--- src/rtl/diec_pkg.sv ---
// Shared types and constants for the debounced input edge counter.
// Depends on nothing; every other file in rtl imports it.
`default_nettype none

package diec_pkg;

  // Width of the internal wrapping event counters.
  localparam int unsigned COUNT_WIDTH = 16;
  // Width of each counter field in the result word.
  localparam int unsigned OUT_CNT_W   = 16;
  localparam int unsigned STABLE_W    = 16;
  localparam int unsigned NUM_EVT     = 5;

  localparam int unsigned IN_TDATA_W  = 8;
  localparam int unsigned OUT_TDATA_W = 88;
  localparam int unsigned APB_ADDR_W  = 3;
  localparam int unsigned APB_DATA_W  = 32;

  // Flag and counter positions.
  localparam int unsigned EVT_CHANGED     = 0;
  localparam int unsigned EVT_RISEN       = 1;
  localparam int unsigned EVT_FALLEN      = 2;
  localparam int unsigned EVT_ACTIVATED   = 3;
  localparam int unsigned EVT_DEACTIVATED = 4;

  // Register indexes on the configuration port.
  localparam logic REG_DEBOUNCE_TICKS = 1'b0;
  localparam logic REG_IDLE_LEVEL     = 1'b1;

  localparam logic [STABLE_W-1:0] DEBOUNCE_RESET = STABLE_W'(50);
  localparam logic                IDLE_RESET     = 1'b1;
  localparam logic [STABLE_W-1:0] STABLE_MAX     = '1;

  typedef struct packed {
    logic [STABLE_W-1:0] debounce_ticks;
    logic                idle_level;
  } cfg_t;

  typedef struct packed {
    logic [NUM_EVT-1:0][OUT_CNT_W-1:0] counts;
    logic [NUM_EVT-1:0]                flags;
    logic                              debounced_level;
  } res_t;

endpackage : diec_pkg

`default_nettype wire

--- src/rtl/diec_cfg.sv ---
// APB-style register file holding the debounce setting and the idle level.
// Depends on diec_pkg.
`default_nettype none

module diec_cfg (
  input  wire logic                            clk,
  input  wire logic                            rst_n,
  input  wire logic                            psel,
  input  wire logic                            penable,
  input  wire logic                            pwrite,
  input  wire logic [diec_pkg::APB_ADDR_W-1:0] paddr,
  input  wire logic [diec_pkg::APB_DATA_W-1:0] pwdata,
  output logic      [diec_pkg::APB_DATA_W-1:0] prdata,
  output logic                                 pready,
  output diec_pkg::cfg_t                       cfg
);
  import diec_pkg::*;

  logic [STABLE_W-1:0] debounce_r;
  logic                idle_r;
  logic                wr_en;
  logic                reg_sel;

  assign pready  = 1'b1;
  assign reg_sel = paddr[2];
  assign wr_en   = psel & penable & pwrite & pready;

  always_ff @(posedge clk) begin
    if (!rst_n) begin
      debounce_r <= DEBOUNCE_RESET;
      idle_r     <= IDLE_RESET;
    end else if (wr_en) begin
      case (reg_sel)
        REG_DEBOUNCE_TICKS: debounce_r <= pwdata[STABLE_W-1:0];
        REG_IDLE_LEVEL:     idle_r     <= pwdata[0];
        default:            ;
      endcase
    end
  end

  always_comb begin
    case (reg_sel)
      REG_DEBOUNCE_TICKS: prdata = APB_DATA_W'(debounce_r);
      REG_IDLE_LEVEL:     prdata = APB_DATA_W'(idle_r);
      default:            prdata = '0;
    endcase
  end

  assign cfg.debounce_ticks = debounce_r;
  assign cfg.idle_level     = idle_r;

endmodule : diec_cfg

`default_nettype wire

--- src/rtl/diec_core.sv ---
// Debounce state, sticky flags and event counters, updated once per accepted word.
// Depends on diec_pkg; the result it presents is the state after this word's update.
`default_nettype none

module diec_core (
  input  wire logic           clk,
  input  wire logic           rst_n,
  input  wire logic           accept,
  input  wire logic           raw_level,
  input  wire logic [4:0]     clear_mask,
  input  wire diec_pkg::cfg_t cfg,
  output diec_pkg::res_t      result
);
  import diec_pkg::*;

  logic                                last_raw_r;
  logic [STABLE_W-1:0]                 stable_r, stable_nxt;
  logic                                level_r, level_nxt;
  logic [NUM_EVT-1:0]                  flags_r, flags_nxt;
  logic [NUM_EVT-1:0][COUNT_WIDTH-1:0] cnt_r, cnt_nxt;
  logic [NUM_EVT-1:0]                  inc;
  logic                                take;
  logic                                act;

  always_comb begin
    if (raw_level != last_raw_r) begin
      stable_nxt = '0;
    end else if (stable_r == STABLE_MAX) begin
      stable_nxt = stable_r;
    end else begin
      stable_nxt = stable_r + STABLE_W'(1);
    end

    // The raw level is taken once it has been steady for long enough.
    take = (level_r != raw_level) && (stable_nxt >= cfg.debounce_ticks);
    act  = (raw_level != cfg.idle_level);

    flags_nxt = flags_r & ~clear_mask;
    level_nxt = level_r;
    inc       = '0;
    if (take) begin
      level_nxt                  = raw_level;
      flags_nxt[EVT_CHANGED]     = 1'b1;
      flags_nxt[EVT_RISEN]       = raw_level;
      flags_nxt[EVT_FALLEN]      = ~raw_level;
      flags_nxt[EVT_ACTIVATED]   = act;
      flags_nxt[EVT_DEACTIVATED] = ~act;
      inc[EVT_CHANGED]           = 1'b1;
      inc[EVT_RISEN]             = raw_level;
      inc[EVT_FALLEN]            = ~raw_level;
      inc[EVT_ACTIVATED]         = act;
      inc[EVT_DEACTIVATED]       = ~act;
    end

    for (int i = 0; i < NUM_EVT; i++) begin
      cnt_nxt[i] = cnt_r[i] + COUNT_WIDTH'(inc[i]);
    end
  end

  always_ff @(posedge clk) begin
    if (!rst_n) begin
      last_raw_r <= 1'b0;
      stable_r   <= '0;
      level_r    <= 1'b0;
      flags_r    <= '0;
      cnt_r      <= '0;
    end else if (accept) begin
      last_raw_r <= raw_level;
      stable_r   <= stable_nxt;
      level_r    <= level_nxt;
      flags_r    <= flags_nxt;
      cnt_r      <= cnt_nxt;
    end
  end

  always_comb begin
    result.debounced_level = level_nxt;
    result.flags           = flags_nxt;
    for (int i = 0; i < NUM_EVT; i++) begin
      result.counts[i] = OUT_CNT_W'(cnt_nxt[i]);
    end
  end

  a_restart_on_change: assert property (@(posedge clk) disable iff (!rst_n)
    accept && (raw_level != last_raw_r) |=> stable_r == '0)
    else $error("stable count not restarted after a raw change");

  a_level_holds_idle: assert property (@(posedge clk) disable iff (!rst_n)
    !accept |=> $stable(level_r) && $stable(cnt_r))
    else $error("state moved without an accepted word");

  a_change_counts: assert property (@(posedge clk) disable iff (!rst_n)
    accept && (level_nxt != level_r) |=>
      cnt_r[EVT_CHANGED] == $past(cnt_r[EVT_CHANGED]) + COUNT_WIDTH'(1))
    else $error("change counter missed an accepted change");

  a_edge_flags_exclusive: assert property (@(posedge clk) disable iff (!rst_n)
    !(flags_r[EVT_RISEN] && flags_r[EVT_FALLEN]))
    else $error("risen and fallen set together");

endmodule : diec_core

`default_nettype wire

--- src/rtl/debounced_input_edge_counter_top.sv ---
// The result for a word is registered into the output register when the word is accepted.
// Throughput: one word per cycle while in_tready is high; the state update is a single pass of compare and increment.
// in_tready is low only while a result sits in the output register and out_tready is low.
// Reset (rst_n low, synchronous) clears the debounce state, flags, counters and output valid,
// and loads debounce_ticks with 50 and idle_level with 1.
`default_nettype none

module debounced_input_edge_counter_top (
  input  wire logic                             clk,
  input  wire logic                             rst_n,
  // Input stream.
  input  wire logic                             in_tvalid,
  output logic                                  in_tready,
  // [0] raw_level, [5:1] clear_mask, [7:6] zero
  input  wire logic [diec_pkg::IN_TDATA_W-1:0]  in_tdata,
  // Result stream.
  output logic                                  out_tvalid,
  input  wire logic                             out_tready,
  // [0] debounced_level, [1] changed_flag, [2] risen_flag, [3] fallen_flag,
  // [4] activated_flag, [5] deactivated_flag, [21:6] change_count,
  // [37:22] rise_count, [53:38] fall_count, [69:54] activation_count,
  // [85:70] deactivation_count, [87:86] zero
  output logic      [diec_pkg::OUT_TDATA_W-1:0] out_tdata,
  // Configuration port.
  input  wire logic                             cfg_psel,
  input  wire logic                             cfg_penable,
  input  wire logic                             cfg_pwrite,
  input  wire logic [diec_pkg::APB_ADDR_W-1:0]  cfg_paddr,
  input  wire logic [diec_pkg::APB_DATA_W-1:0]  cfg_pwdata,
  output logic      [diec_pkg::APB_DATA_W-1:0]  cfg_prdata,
  output logic                                  cfg_pready
);
  import diec_pkg::*;

  cfg_t                   cfg;
  res_t                   result;
  logic                   in_accept;
  logic                   out_valid_r;
  logic [OUT_TDATA_W-1:0] out_data_r;

  diec_cfg u_cfg (
    .clk     (clk),
    .rst_n   (rst_n),
    .psel    (cfg_psel),
    .penable (cfg_penable),
    .pwrite  (cfg_pwrite),
    .paddr   (cfg_paddr),
    .pwdata  (cfg_pwdata),
    .prdata  (cfg_prdata),
    .pready  (cfg_pready),
    .cfg     (cfg)
  );

  // A new word is taken whenever the output register is empty or being emptied.
  assign in_tready = !out_valid_r || out_tready;
  assign in_accept = in_tvalid && in_tready;

  diec_core u_core (
    .clk        (clk),
    .rst_n      (rst_n),
    .accept     (in_accept),
    .raw_level  (in_tdata[0]),
    .clear_mask (in_tdata[5:1]),
    .cfg        (cfg),
    .result     (result)
  );

  always_ff @(posedge clk) begin
    if (!rst_n) begin
      out_valid_r <= 1'b0;
    end else if (in_accept) begin
      out_valid_r <= 1'b1;
    end else if (out_tready) begin
      out_valid_r <= 1'b0;
    end
  end

  always_ff @(posedge clk) begin
    if (in_accept) begin
      out_data_r <= OUT_TDATA_W'(result);
    end
  end

  assign out_tvalid = out_valid_r;
  assign out_tdata  = out_data_r;

endmodule : debounced_input_edge_counter_top

`default_nettype wire
--- config.mk ---
export PLATFORM = sky130hd
export DESIGN_NAME = debounced_input_edge_counter_top
export DESIGN_NICKNAME = d
export VERILOG_FILES = /design/src/rtl/diec_pkg.sv /design/src/rtl/diec_cfg.sv /design/src/rtl/diec_core.sv /design/src/rtl/debounced_input_edge_counter_top.sv
export SDC_FILE = /design/constraint.sdc
export NUM_CORES = 1
export LEC_CHECK = 0
export ABC_AREA = 1
export BUFFER_PORTS_ARGS = -buffer_cell sky130_fd_sc_hd__buf_4
export CORE_MARGIN = 4
export CORE_UTILIZATION = 40
export DETAILED_ROUTE_END_ITERATION = 12
export HOLD_SLACK_MARGIN = 0.15
export SYNTH_ARGS = -nofsm -noshare
export SYNTH_HDL_FRONTEND = slang
export SYNTH_SLANG_ARGS = --single-unit
--- constraint.sdc ---
create_clock -name clk -period 4.2 [get_ports clk]
set_input_delay 1.05 -clock clk [delete_from_list [all_inputs] [get_ports clk]]
set_output_delay 1.05 -clock clk [all_outputs]
set_load 0.01 [all_outputs]
==> impl_results.md <==
- Sink count of the clock tree: 207
- Layout fillers: 2344
- Setup TNS after final layout: 0 ns
- Max-slew violation count: 0
- Pin count of the biggest net entering global routing: 96
- Die Outline Area: 27190 um^2
- Area added between synthesis and finish: 25.71%
- Endpoint required time on the critical path: 4.60 ns
- Final setup violation count: 0
- Num rows: 57
- Worst slack after detailed placement: -0.2348 ns
- I/O pin cnt: 173
- DR iter-0 viols: 316
- Clock tree buffer depth: 3
- Post-Route Utilization: 0.5104
- Total core area: 24250 um^2
- Effective utilization at floorplan: 0.4060
- Part of the Yosys area used for sequential elements: 0.5084
- H-tree lvl count: 1
- Data arrival time of the worst path: 4.21 ns
- Total gr overflow: 0
- Vias in the first global route: 7294
- Crit path max-delay cell type: sky130_fd_sc_hd__dfxtp_2
- Total wire length after detailed routing: 21.01 mm
- Synth warn: 0
- Slew @ Worst Pin: 0.8558 ns
- Worst slew margin relative to its limit: 0.4295
- Average vias per placed instance: 4.631
- Lkg Pwr: 5.658 nW
- Kind of cell adding the most delay to the critical path: simple AND/OR/NAND/NOR gates
- Area of the multi-input gates: 4006 um^2
- First-pass GRT wire length: 34.58 mm
- CP Launch Type: flop
- Critical Path End Type: flop
- CP max FO: 5
- Root Buffer: sky130_fd_sc_hd__clkbuf_16
- Cell area after synthesis: 9844 um^2
- Number of optimization iterations in the first detailed-route pass: 5
- Result of the run: complete, no violations
- Number of distinct standard cells referenced by the synthesized netlist: 43
- Period minus WS final: 3.816 ns
- Avg Cell Area, Syn: 8.666 um^2
- Gate Count Post-Synth: 1136
- Post-route clock period utilization: 0.9087
- Die Y: 164.9 um
- Count of state elements after synthesis: 207
- Remaining DRCs: 0
- Clock tree from TritonCTS: yes
- Number of buffers inserted by port buffering: 133
- P per Cell Area: 398.4 nW/um^2
- Class of the worst hold path: reg2reg
- GPL Wtd Cong: 0.8417
- RSZ-0062 raised after global routing: true
- Fraction of layout instances using a drive strength above 1: 0.2235
- Buffers plus inverters on the worst setup path: 4
- Cell repeated most along the worst path: sky130_fd_sc_hd__nand2_1
- Net count, final: 1389
- Initial antenna violation count: 0
- Worst path max stage delay: 0.35 ns
- Leading cell type in the layout, fill and taps excluded: sky130_fd_sc_hd__buf_4
- Number of CTS-inserted buffers: 23
- IR Drop Worst-Case VDD: 251.2 uV
- Diodes inserted: 0
- Clock-pin transition on the worst setup and hold timing paths: 0.06 ns
- Antenna violation net count after detailed routing: 0
- Final Hold Vio Count: 0
- Skew-Pair Late Insertion Delay: 0.51 ns
- Detailed-route wire length per cell: 12.71 um
- Global-route usage over all layers: 0.1535
- Most used cells in the layout excluding fill and tap cells: sky130_fd_sc_hd__buf_4, sky130_fd_sc_hd__inv_1, sky130_fd_sc_hd__nand2_1, sky130_fd_sc_hd__dfxtp_1, sky130_fd_sc_hd__a21oi_1
- Final clock skew: 0.009546 ns
- Post-DP HPWL: 14.57 mm
- Final WS setup: 0.3836 ns
- Via count of the routed design: 7655
- Max Freq: 262.0 MHz
- Sequential cell area: 5009 um^2
- Horizontal die dimension: 164.9 um
- # Max-Cap Violations: 0
- Overall power after layout: 4.931 mW
- Crit Path Class: reg2reg
- Reg2reg setup slack: 0.38 ns
==> flip-flops by register name, summed over array words and instances (netlist names) <==
signal             count
u_core.cnt_r          80
u_core.flags_r         5
u_cfg.debounce_r      16
u_core.level_r         1
u_core.last_raw_r      1
u_core.stable_r       16
out_tdata             86
u_cfg.idle_r           1
out_tvalid             1
==> cell families (layout without fill, tap and decap cells) <==
group                      count (synthesis)  in the layout  share of synthesized area
and+or+nand+nor                          343            343                     0.1642
buffers and inverters                    260            436                     0.1085
AOI/OAI and AO/OA                        227            227                     0.1207
DFF                                      207            207                     0.5084
xor gates and xnor gates                  70             70                    0.06304
adders and majority gates                 27             27                    0.03432
other                                      2             19                  0.0007629
==> cell usage after synthesis, drive strengths merged <==
master  count  area [um^2]
edfxtp     86         2582
conb        2        7.510
buf        36        224.0
o21a        1        7.510
nor2      103        429.2
xor2       65        576.8
nor3       26        183.9
ha         27        337.8
clkbuf     24        92.59
clkinv      3        12.51
dfxtp     121         2422
nand2     136        518.0
nand3      56        332.8
a211oi     11        82.58
nor4        5        46.29
a31o        1        8.760
xnor2       5        43.79
o21ai     111        559.3
or2         3        18.78
o311ai      1        8.760
o211ai      3        22.52
a21oi      99        499.2
nand4      14        87.58
inv       197        739.5
==> metal layers <==
layer	vias to the layer above	wire length [um]	track usage
met2	134	10130	0.2721
met1	3489	9465	0.1940
li1	4006	-	-
met3	26	946	0.02720
met4	0	471	0.03819
met5	-	0	0
==> cell type report <==
cell class	count	area share
Timing Repair Buffer	194	0.1197
Clock buffer	34	0.05227
Multi-Input combinational cell	686	0.3237
Sequential cell	207	0.4047
Clock inverter	8	0.005662
Inverter	200	0.06117
Tap cell	324	0.03276
==> final timing paths <==
kind,depth (start not counted),endpoint,from
hold reg to reg,2,u_cfg.debounce_r[6]$_SDFFE_PN0P_,u_cfg.debounce_r[6]$_SDFFE_PN0P_
hold / removal,2,u_cfg.debounce_r[6]$_SDFFE_PN0P_,u_cfg.debounce_r[6]$_SDFFE_PN0P_
setup reg to reg,30,u_core.cnt_r[74]$_SDFFE_PN0P_,u_core.stable_r[1]$_SDFFE_PN0P_
setup / recovery,30,u_core.cnt_r[74]$_SDFFE_PN0P_,u_core.stable_r[1]$_SDFFE_PN0P_
==> repair_timing <==
action,CTS,global route
endpoints found under the setup margin,0,110
setup buffers,0,3
hold buffers,0,0
gates resized for setup,0,44
==> per-stage QoR <==
step | hold WS [ns] | instance area, um^2 | cells
2_1_floorplan | 0.4550 | 9917 | 1153
3_3_place_gp | 0.4699 | 11480 | 1608
3_5_place_dp | 0.4835 | 11480 | 1608
4_1_cts | 0.4927 | 12190 | 1650
5_1_grt | 0.5181 | 12380 | 1653
6_report | 0.4879 | 12380 | 1653
==> worst min-delay path, stage by stage (launching register included) <==
cell and delay [ns]:
sky130_fd_sc_hd__dfxtp_1 0.29, sky130_fd_sc_hd__inv_1 0.08, sky130_fd_sc_hd__a21oi_1 0.06
==> power by group <==
| part | switching, mW | internal [mW] |
|---|---|---|
| clock | 0.784 | 1.13 |
| combinational | 0.384 | 0.274 |
| sequential | 0.0912 | 2.27 |
| total | 1.26 | 3.67 |
No activity file was read; power rests on OpenSTA's default activity.
